<file path="src/rtl/core/fixed_block_free_list_allocator_core_macros.svh">
// Assertion helpers shared by the allocator core.
`ifndef FIXED_BLOCK_FREE_LIST_ALLOCATOR_CORE_MACROS_SVH
`define FIXED_BLOCK_FREE_LIST_ALLOCATOR_CORE_MACROS_SVH

// Check on every rising clock edge outside reset.
`define FBFA_ASSERT(label, prop, msg) \
  label: assert property (@(posedge clk) disable iff (rst) prop) else $error(msg);

// Check on every rising clock edge, reset included.
`define FBFA_ASSERT_ALWAYS(label, prop, msg) \
  label: assert property (@(posedge clk) prop) else $error(msg);

`endif

</file>
<file path="src/rtl/core/fbfa_pkg.sv">
package fbfa_pkg;

  // Pool geometry
  localparam int NUM_BLOCKS   = 256;
  localparam int WORD_BYTES   = 8;
  localparam int HEADER_BYTES = 8;

  // Field widths
  localparam int IDX_W      = $clog2(NUM_BLOCKS);
  localparam int LINK_W     = IDX_W + 1;
  localparam int COUNT_W    = 9;
  localparam int BYTES_W    = 13;
  localparam int RBYTES_W   = BYTES_W + 1;
  localparam int OFFSET_W   = 20;
  localparam int FUNC_W     = 2;
  localparam int STATUS_W   = 2;
  localparam int CFG_IDX_W  = 1;
  localparam int CFG_DATA_W = 13;

  // Operation codes
  localparam logic [FUNC_W-1:0] FUNC_ALLOC = 2'd0;
  localparam logic [FUNC_W-1:0] FUNC_FREE  = 2'd1;
  localparam logic [FUNC_W-1:0] FUNC_INIT  = 2'd2;

  // Status codes
  localparam logic [STATUS_W-1:0] ST_OK    = 2'd0;
  localparam logic [STATUS_W-1:0] ST_EMPTY = 2'd1;
  localparam logic [STATUS_W-1:0] ST_RANGE = 2'd2;

  // Register indexes
  localparam logic [CFG_IDX_W-1:0] REG_BLOCK_COUNT = 1'd0;
  localparam logic [CFG_IDX_W-1:0] REG_BLOCK_BYTES = 1'd1;

  // Counts and sentinels
  localparam logic [LINK_W-1:0]  STACK_EMPTY  = LINK_W'(NUM_BLOCKS);
  localparam logic [COUNT_W-1:0] COUNT_MAX    = {COUNT_W{1'b1}};
  localparam logic [COUNT_W-1:0] POOL_LIMIT   = COUNT_W'(NUM_BLOCKS < 256 ? NUM_BLOCKS : 256);
  localparam logic [BYTES_W-1:0] BYTES_RESET  = BYTES_W'(8);

  // Link memory access, one read and one write port
  typedef struct packed {
    logic              rd_en;
    logic [IDX_W-1:0]  rd_addr;
    logic              wr_en;
    logic [IDX_W-1:0]  wr_addr;
    logic [LINK_W-1:0] wr_data;
  } link_req_t;

  // Round a block size up to a whole number of words
  function automatic logic [RBYTES_W-1:0] round_bytes(input logic [BYTES_W-1:0] b);
    logic [RBYTES_W-1:0] s;
    s = {1'b0, b} + RBYTES_W'(WORD_BYTES - 1);
    return RBYTES_W'((s / WORD_BYTES) * WORD_BYTES);
  endfunction

endpackage

</file>
<file path="src/rtl/core/fbfa_if.sv">
// Request channel: operation code and block index
interface fbfa_in_if;
  import fbfa_pkg::*;
  logic              valid;
  logic              ready;
  logic [FUNC_W-1:0] func;
  logic [IDX_W-1:0]  block_index;
  modport source (output valid, func, block_index, input ready);
  modport sink (input valid, func, block_index, output ready);
endinterface

// Response channel: one word per operation
interface fbfa_out_if;
  import fbfa_pkg::*;
  logic                valid;
  logic                ready;
  logic [STATUS_W-1:0] status;
  logic [IDX_W-1:0]    granted_index;
  logic [OFFSET_W-1:0] byte_offset;
  logic [COUNT_W-1:0]  free_count;
  modport source (output valid, status, granted_index, byte_offset, free_count, input ready);
  modport sink (input valid, status, granted_index, byte_offset, free_count, output ready);
endinterface

</file>
<file path="src/rtl/core/fixed_block_free_list_allocator_core.sv">
// Channel | Dir | Word
// --------+-----+---------------------------------------------------
// req     | in  | func, block_index
// rsp     | out | status, granted_index, byte_offset, free_count
// cfg     | in  | cfg_we, cfg_index, cfg_data (write only)
//
// Each operation is accepted with a link read, then executed and written back.
// The link memory's registered read sets that split.
// A new request is accepted while the previous response waits in the output register.
// Execute stalls only while the output register is full and not taken.
// Synchronous reset empties the stack and restores the full pool; no clearing pass.
module fixed_block_free_list_allocator_core (
  input  logic                            clk,
  input  logic                            rst,
  fbfa_in_if.sink                         req,
  fbfa_out_if.source                      rsp,
  input  logic                            cfg_we,
  input  logic [fbfa_pkg::CFG_IDX_W-1:0]  cfg_index,
  input  logic [fbfa_pkg::CFG_DATA_W-1:0] cfg_data
);
  import fbfa_pkg::*;
  `include "fixed_block_free_list_allocator_core_macros.svh"

  localparam logic S_IDLE = 1'b0;
  localparam logic S_EXEC = 1'b1;

  logic                state;
  logic [FUNC_W-1:0]   op_func;
  logic [IDX_W-1:0]    op_index;
  logic [COUNT_W-1:0]  pool_count;
  logic [RBYTES_W-1:0] blk_bytes;
  logic [LINK_W-1:0]   stack_top;
  logic [COUNT_W-1:0]  untouched_mark;
  logic [COUNT_W-1:0]  free_total;

  logic                rsp_valid;
  logic [STATUS_W-1:0] rsp_status;
  logic [IDX_W-1:0]    rsp_index;
  logic [OFFSET_W-1:0] rsp_offset;
  logic [COUNT_W-1:0]  rsp_count;

  logic [LINK_W-1:0]   link_rd;
  link_req_t           link_req;

  logic                      accept;
  logic                      finish;
  logic                      top_live;
  logic                      mark_live;
  logic                      free_ok;
  logic [IDX_W-1:0]          got;
  logic [IDX_W+RBYTES_W-1:0] prod;
  logic [LINK_W-1:0]         stack_top_next;
  logic [COUNT_W-1:0]        untouched_mark_next;
  logic [COUNT_W-1:0]        free_total_next;
  logic [STATUS_W-1:0]       status_next;
  logic [IDX_W-1:0]          granted_next;
  logic [OFFSET_W-1:0]       offset_next;

  // Handshake
  assign req.ready = (state == S_IDLE);
  assign accept    = req.valid && req.ready;
  assign finish    = (state == S_EXEC) && (!rsp_valid || rsp.ready);

  // Link memory: read at the top on accept, push on execute
  assign link_req.rd_en   = accept;
  assign link_req.rd_addr = stack_top[IDX_W-1:0];
  assign link_req.wr_en   = finish && (op_func == FUNC_FREE) && free_ok;
  assign link_req.wr_addr = op_index;
  assign link_req.wr_data = stack_top;

  fbfa_link_ram u_link_ram (
    .clk     (clk),
    .req     (link_req),
    .rd_data (link_rd)
  );

  // Execute one operation against the current state
  assign top_live  = (stack_top < STACK_EMPTY);
  assign mark_live = (untouched_mark < pool_count);
  assign free_ok   = ({1'b0, op_index} < pool_count);
  assign got       = top_live ? stack_top[IDX_W-1:0] : untouched_mark[IDX_W-1:0];
  assign prod      = {{RBYTES_W{1'b0}}, got} * {{IDX_W{1'b0}}, blk_bytes};

  always_comb begin
    stack_top_next      = stack_top;
    untouched_mark_next = untouched_mark;
    free_total_next     = free_total;
    status_next         = ST_OK;
    granted_next        = '0;
    offset_next         = '0;
    case (op_func)
      FUNC_ALLOC: begin
        if (top_live || mark_live) begin
          if (top_live) begin
            stack_top_next = link_rd;
          end else begin
            untouched_mark_next = untouched_mark + COUNT_W'(1);
          end
          granted_next = got;
          offset_next  = OFFSET_W'(prod) + OFFSET_W'(HEADER_BYTES);
          if (free_total != '0) begin
            free_total_next = free_total - COUNT_W'(1);
          end
        end else begin
          status_next = ST_EMPTY;
        end
      end
      FUNC_FREE: begin
        if (free_ok) begin
          stack_top_next = {1'b0, op_index};
          if (free_total != COUNT_MAX) begin
            free_total_next = free_total + COUNT_W'(1);
          end
        end else begin
          status_next = ST_RANGE;
        end
      end
      FUNC_INIT: begin
        stack_top_next      = STACK_EMPTY;
        untouched_mark_next = '0;
        free_total_next     = pool_count;
      end
      default: begin
      end
    endcase
  end

  // Sequencer and pool state
  always_ff @(posedge clk) begin
    if (rst) begin
      state          <= S_IDLE;
      stack_top      <= STACK_EMPTY;
      untouched_mark <= '0;
      free_total     <= POOL_LIMIT;
    end else begin
      unique case (state)
        S_IDLE: begin
          if (accept) begin
            state <= S_EXEC;
          end
        end
        S_EXEC: begin
          if (finish) begin
            state          <= S_IDLE;
            stack_top      <= stack_top_next;
            untouched_mark <= untouched_mark_next;
            free_total     <= free_total_next;
          end
        end
        default: state <= S_IDLE;
      endcase
    end
  end

  // Latch the request word
  always_ff @(posedge clk) begin
    if (accept) begin
      op_func  <= req.func;
      op_index <= req.block_index;
    end
  end

  // Configuration registers, kept in the form the datapath uses
  always_ff @(posedge clk) begin
    if (rst) begin
      pool_count <= POOL_LIMIT;
      blk_bytes  <= round_bytes(BYTES_RESET);
    end else if (cfg_we) begin
      unique case (cfg_index)
        REG_BLOCK_COUNT: begin
          pool_count <= (cfg_data[COUNT_W-1:0] > POOL_LIMIT) ? POOL_LIMIT
                                                              : cfg_data[COUNT_W-1:0];
        end
        REG_BLOCK_BYTES: blk_bytes <= round_bytes(cfg_data[BYTES_W-1:0]);
        default: begin
        end
      endcase
    end
  end

  // Output register: load on finish, drop when taken
  always_ff @(posedge clk) begin
    if (rst) begin
      rsp_valid <= 1'b0;
    end else if (finish) begin
      rsp_valid <= 1'b1;
    end else if (rsp.ready) begin
      rsp_valid <= 1'b0;
    end
  end

  always_ff @(posedge clk) begin
    if (finish) begin
      rsp_status <= status_next;
      rsp_index  <= granted_next;
      rsp_offset <= offset_next;
      rsp_count  <= free_total_next;
    end
  end

  assign rsp.valid         = rsp_valid;
  assign rsp.status        = rsp_status;
  assign rsp.granted_index = rsp_index;
  assign rsp.byte_offset   = rsp_offset;
  assign rsp.free_count    = rsp_count;

  // Checks
  `FBFA_ASSERT(a_accept_exec, accept |=> state == S_EXEC, "accept did not start execute")
  `FBFA_ASSERT(a_pop_link, finish && op_func == FUNC_ALLOC && top_live |=> stack_top == $past(link_rd), "pop did not follow the link")
  `FBFA_ASSERT(a_push_top, finish && op_func == FUNC_FREE && free_ok |=> stack_top == LINK_W'($past(op_index)), "push did not set the top")
  `FBFA_ASSERT(a_rsp_source, $rose(rsp.valid) |-> $past(state == S_EXEC), "response without execute")
  `FBFA_ASSERT_ALWAYS(a_reset_clear, rst |=> !rsp.valid && state == S_IDLE, "reset left work pending")

endmodule

</file>
<file path="src/rtl/core/fbfa_link_ram.sv">
module fbfa_link_ram (
  input  logic                        clk,
  input  fbfa_pkg::link_req_t         req,
  output logic [fbfa_pkg::LINK_W-1:0] rd_data
);
  import fbfa_pkg::*;

  logic [LINK_W-1:0] mem [NUM_BLOCKS];

  // Write the pushed link
  always_ff @(posedge clk) begin
    if (req.wr_en) begin
      mem[req.wr_addr] <= req.wr_data;
    end
  end

  // Read the link under the stack top, registered
  always_ff @(posedge clk) begin
    if (req.rd_en) begin
      rd_data <= mem[req.rd_addr];
    end
  end

endmodule

</file>
<file path="src/flat_wrapper.sv">
// flat-port wrapper written by rule: the top's interface ports become plain ports
module fixed_block_free_list_allocator_core_flat import fbfa_pkg::*;
  (clk, rst, cfg_we, cfg_index, cfg_data, req_valid, req_func, req_block_index, req_ready, rsp_valid, rsp_status, rsp_granted_index, rsp_byte_offset, rsp_free_count, rsp_ready);
  fbfa_in_if req_i ();
  fbfa_out_if rsp_i ();
  input  logic clk;
  input  logic rst;
  input  logic cfg_we;
  input  logic [fbfa_pkg::CFG_IDX_W-1:0] cfg_index;
  input  logic [fbfa_pkg::CFG_DATA_W-1:0] cfg_data;
  input wire logic [$bits(req_i.valid)-1:0] req_valid;
  input wire logic [$bits(req_i.func)-1:0] req_func;
  input wire logic [$bits(req_i.block_index)-1:0] req_block_index;
  output wire logic [$bits(req_i.ready)-1:0] req_ready;
  output wire logic [$bits(rsp_i.valid)-1:0] rsp_valid;
  output wire logic [$bits(rsp_i.status)-1:0] rsp_status;
  output wire logic [$bits(rsp_i.granted_index)-1:0] rsp_granted_index;
  output wire logic [$bits(rsp_i.byte_offset)-1:0] rsp_byte_offset;
  output wire logic [$bits(rsp_i.free_count)-1:0] rsp_free_count;
  input wire logic [$bits(rsp_i.ready)-1:0] rsp_ready;
  assign req_i.valid = req_valid;
  assign req_i.func = req_func;
  assign req_i.block_index = req_block_index;
  assign req_ready = req_i.ready;
  assign rsp_valid = rsp_i.valid;
  assign rsp_status = rsp_i.status;
  assign rsp_granted_index = rsp_i.granted_index;
  assign rsp_byte_offset = rsp_i.byte_offset;
  assign rsp_free_count = rsp_i.free_count;
  assign rsp_i.ready = rsp_ready;
  fixed_block_free_list_allocator_core u_core (.clk(clk), .rst(rst), .req(req_i), .rsp(rsp_i), .cfg_we(cfg_we), .cfg_index(cfg_index), .cfg_data(cfg_data));
endmodule
</file>
<file path="config.mk">
export PLATFORM = sky130hd
export DESIGN_NAME = fixed_block_free_list_allocator_core_flat
export DESIGN_NICKNAME = d
export VERILOG_FILES = /design/src/rtl/core/fbfa_pkg.sv /design/src/rtl/core/fbfa_if.sv /design/src/rtl/core/fixed_block_free_list_allocator_core.sv /design/src/rtl/core/fbfa_link_ram.sv /design/src/flat_wrapper.sv
export VERILOG_INCLUDE_DIRS = /design/src /design/src/rtl/core
export SDC_FILE = /design/constraint.sdc
export NUM_CORES = 2
export LEC_CHECK = 0
export BUFFER_PORTS_ARGS = -buffer_cell sky130_fd_sc_hd__clkbuf_2
export CORE_ASPECT_RATIO = 0.9
export CORE_MARGIN = 4
export CORE_UTILIZATION = 30
export DETAILED_ROUTE_END_ITERATION = 8
export PLACE_DENSITY = 0.51
export SLEW_MARGIN = 20
export SYNTH_ARGS = -nofsm -noshare
export SYNTH_HDL_FRONTEND = slang
export SYNTH_SLANG_ARGS = --single-unit
</file>
<file path="constraint.sdc">
create_clock -name clk -period 19.8 [get_ports clk]
set_clock_uncertainty 0.2 [all_clocks]
set_input_delay 1.98 -clock clk [delete_from_list [all_inputs] [get_ports clk]]
set_output_delay 1.98 -clock clk [all_outputs]
set_load 0.02 [all_outputs]
</file>
==> out/results.tsv <==
metric	value	unit
FF-to-FF path depth	18	
die width	606	um
Seq cells post-synth	2408	
Die Y	547	um
DRC viols	0	
Buffers on Ports	66	
NumNets Final	5092	
sequential-to-total area share from yosys stat	74.3	%
Vias/cell	5.04	
Reg2Reg Setup Slack	12.68	ns
hold_sp	u_core.pool_count[1]$_SDFFE_PP0P_	
H-tree depth	4	
via count of the first global-routing pass	47300	
Design Area, Final	110000	um2
# placed instances	8987	
Fillers	30100	
core box area	320000	um2
pwr/cell area	99.3	nW/um2
final std cells w/o fill	9420	
cts bufs inserted	243	
Area Overhead vs Synth	13.4	%
async set-reset flop share out of synthesis	0	%
initial antenna violation count	9	
post_cts resized	0	
CTS max path bufs	4	
Max Freq	140	MHz
top cells by area, synth	edfxtp_1 73%, mux4_2 14%, nor2_1 1.3%	
Crit Reg-Reg Endpoint	u_core.rsp.byte_offset[18]$_SDFFCE_PN0P_	
layout cells sized above 1	22.4	%
Least-Margin Pin Slew	1.17	ns
crit start category	flop	
Initial Utilization	30.2	%
detailed placer's ending HPWL	146000	um
synthesized cell area	96700	um2
cell leakage power	35.0	nW
total congestion overflow	0	
antenna-violating nets left	0	
hold depth	2	
largest net degree at the start of global routing	212	
CTS Sinks	2408	
GPL Wtd Cong	0.788	
final WL	245000	um
DRT Pass-1 Iters	7	
Max-slew headroom	21.4	%
Iter 0 DRT Violations	5159	
Ys Warns	0	
Slew Limit Fails	0	
Critical R2R Launch	u_core.stack_top[7]$_SDFFE_PP0P_	
hold crit path type	flop to flop	
TNS Setup	0	ns
count leader, synth	edfxtp_1	
RSZ-0062 raised after global routing	false	
CTS tree	built	
All-Layer GR Usage	14.4	%
Post-synth top flop	edfxtp_1	
Via Count	47500	
WP data required	20.21	ns
syn avg cell area	20.0	um2
crit-path max FO	60	
CTS clock-pin slew for the worst setup and hold paths	0.06	ns
post-synthesis cell count	4824	
Fin. Hold Viols	0	
number of flops mapped to enable cells by yosys	2359	
Max-cap violations	0	
first-pass GRT wire length	353000	um
top-level port count	70	
hold buffers post-CTS	0	
final setup fails	0	
FP Rows	197	
CP Capture Type	flop	
Hold EP	u_core.pool_count[1]$_SDFFE_PP0P_	
Netlist cell types	74	
Die ar.	332000	um2
WS Path Type	flop to flop	
Final Critical Period	7.12	ns
cell taking the most area after synthesis	edfxtp_1	
final cycle utilization of the critical path	36.0	%
Max VDD drop	0.0000823	V
Skew-Pair Late Insertion Delay	0.92	ns
Synth top area share	73.2	%
Placed Area	102000	um2
CTS root buf	clkbuf_16	
run status	finished, final reports clean	
Arr. time, crit path	7.53	ns
post-CTS setup buffer count	0	
drt wl/cell	26.0	um
synth cell count leaders	2359 x edfxtp_1, 596 x mux4_2, 342 x nor2_1	
==> kinds of logic (layout without fill, tap and decap cells) <==
| logic type | Yosys count | in the layout | share of synthesized area (%) |
|---|---|---|---|
| mux | 715 | 715 | 15.1 |
| fa+ha+maj | 108 | 108 | 1.81 |
| buf+inv | 368 | 683 | 1.75 |
| xor+xnor | 50 | 50 | 0.453 |
| flops | 2408 | 2408 | 74.3 |
| other cells | 1 | 4 | 0.00388 |
| compound gates | 423 | 423 | 2.95 |
| simple gates | 751 | 751 | 3.64 |
==> critical path, stage by stage (launching register included) <==
cell and delay (ns):
dfxtp_4 0.79, inv_1 0.65, o21ai_1 0.78, and2_1 0.24, fa_1 0.42, fa_1 0.46, fa_1 0.49, inv_1 0.05
fa_1 0.48, inv_1 0.04, ha_1 0.33, a21oi_1 0.22, o211ai_1 0.16, a221oi_1 0.39, xor2_1 0.22, a2111oi_2 0.46
and3_1 0.24, nor3_1 0.05, a21o_1 0.18
==> final cells by class <==
cell class | count | area, um2 | area share, %
inverters | 90 | 338 | 0.308
diodes | 1 | 2.50 | 0.00228
flip-flops and latches | 2408 | 71900 | 65.5
clock buffers | 301 | 6380 | 5.82
well taps | 4278 | 5350 | 4.88
multi-input cells | 2050 | 23300 | 21.3
repair buffers | 162 | 1200 | 1.09
clock inverters | 130 | 1220 | 1.12
==> layer usage <==
metal | track usage [%] | wire length (um) | share of wire (%) | vias to the layer above
li1 | - | - | - | 20000
met1 | 22.5 | 116000 | 47 | 25600
met2 | 21.2 | 109000 | 44 | 1565
met3 | 1.96 | 14300 | 5.9 | 335
met4 | 3.64 | 5980 | 2.4 | 6
met5 | 0 | 38 | 0.016 | -
==> cell usage in the layout (no fill, tap or decap), types with 54 or more instances in the layout <==
| master | netlist | final |
|---|---|---|
| edfxtp_1 | 2359 | 2359 |
| mux4_2 | 596 | 596 |
| nor2_1 | 342 | 331 |
| clkbuf_16 | 0 | 247 |
| a21oi_1 | 132 | 132 |
| mux2i_1 | 109 | 109 |
| nand2_1 | 112 | 103 |
| a22oi_1 | 91 | 91 |
| inv_1 | 89 | 89 |
| buf_4 | 39 | 85 |
| nand3_1 | 81 | 75 |
| clkbuf_2 | 1 | 66 |
| nor2b_1 | 70 | 65 |
| ha_1 | 55 | 55 |
| clkbuf_1 | 143 | 54 |
==> power by group <==
| part | switching [mW] | internal (mW) |
|---|---|---|
| sequential | 0.0389 | 5.65 |
| combinational | 0.464 | 0.250 |
| clock | 1.91 | 2.58 |
| total | 2.41 | 8.48 |
==> through the flow <==
stage                     worst slack (ns)  power (mW)  hold WS [ns]  utilization [%]
after floorplan                       9.83        6.26         0.245                -
after global placement               12.73        6.51         0.266             31.8
after detailed placement             12.66        6.52         0.276             31.8
after CTS                            12.64        11.0         0.286             34.2
after global routing                 12.21        11.3         0.327             34.2
final                                12.68        10.9         0.290             34.2
==> worst max path at each step <==
stage / startpoint / endpoint / slack (ns) / cells past startpoint
finish: u_core.stack_top[7]$_SDFFE_PP0P_ / u_core.rsp.byte_offset[18]$_SDFFCE_PN0P_ / 12.68 / 18
CTS: u_core.stack_top[8]$_SDFFE_PP1P_ / u_core.rsp.byte_offset[18]$_SDFFCE_PN0P_ / 12.64 / 18
global placement: u_core.stack_top[8]$_SDFFE_PP1P_ / u_core.rsp.byte_offset[18]$_SDFFCE_PN0P_ / 12.73 / 18
detailed placement: u_core.stack_top[8]$_SDFFE_PP1P_ / u_core.rsp.byte_offset[18]$_SDFFCE_PN0P_ / 12.66 / 18
global route: u_core.stack_top[7]$_SDFFE_PP0P_ / u_core.rsp.byte_offset[19]$_SDFFCE_PN0P_ / 12.21 / 19
floorplan: u_core.stack_top[2]$_SDFFE_PP0P_ / u_core.rsp.byte_offset[18]$_SDFFCE_PN0P_ / 9.83 / 23
==> flip-flops by register name, indices dropped and copies added, names as in the netlist <==
signal                     cells
u_core.rsp.byte_offset        17
u_core.rsp.status              2
u_core.untouched_mark          9
u_core.op_func                 2
u_core.rsp.free_count          9
u_core.rsp.valid               1
u_core.state                   1
u_core.u_link_ram.mem       2304
u_core.pool_count              9
u_core.op_index                8
u_core.stack_top               9
u_core.free_total              9
u_core.rsp.granted_index       8
u_core.u_link_ram.rd_data      9
u_core.blk_bytes              11
Power figures use the tool's default switching activity.
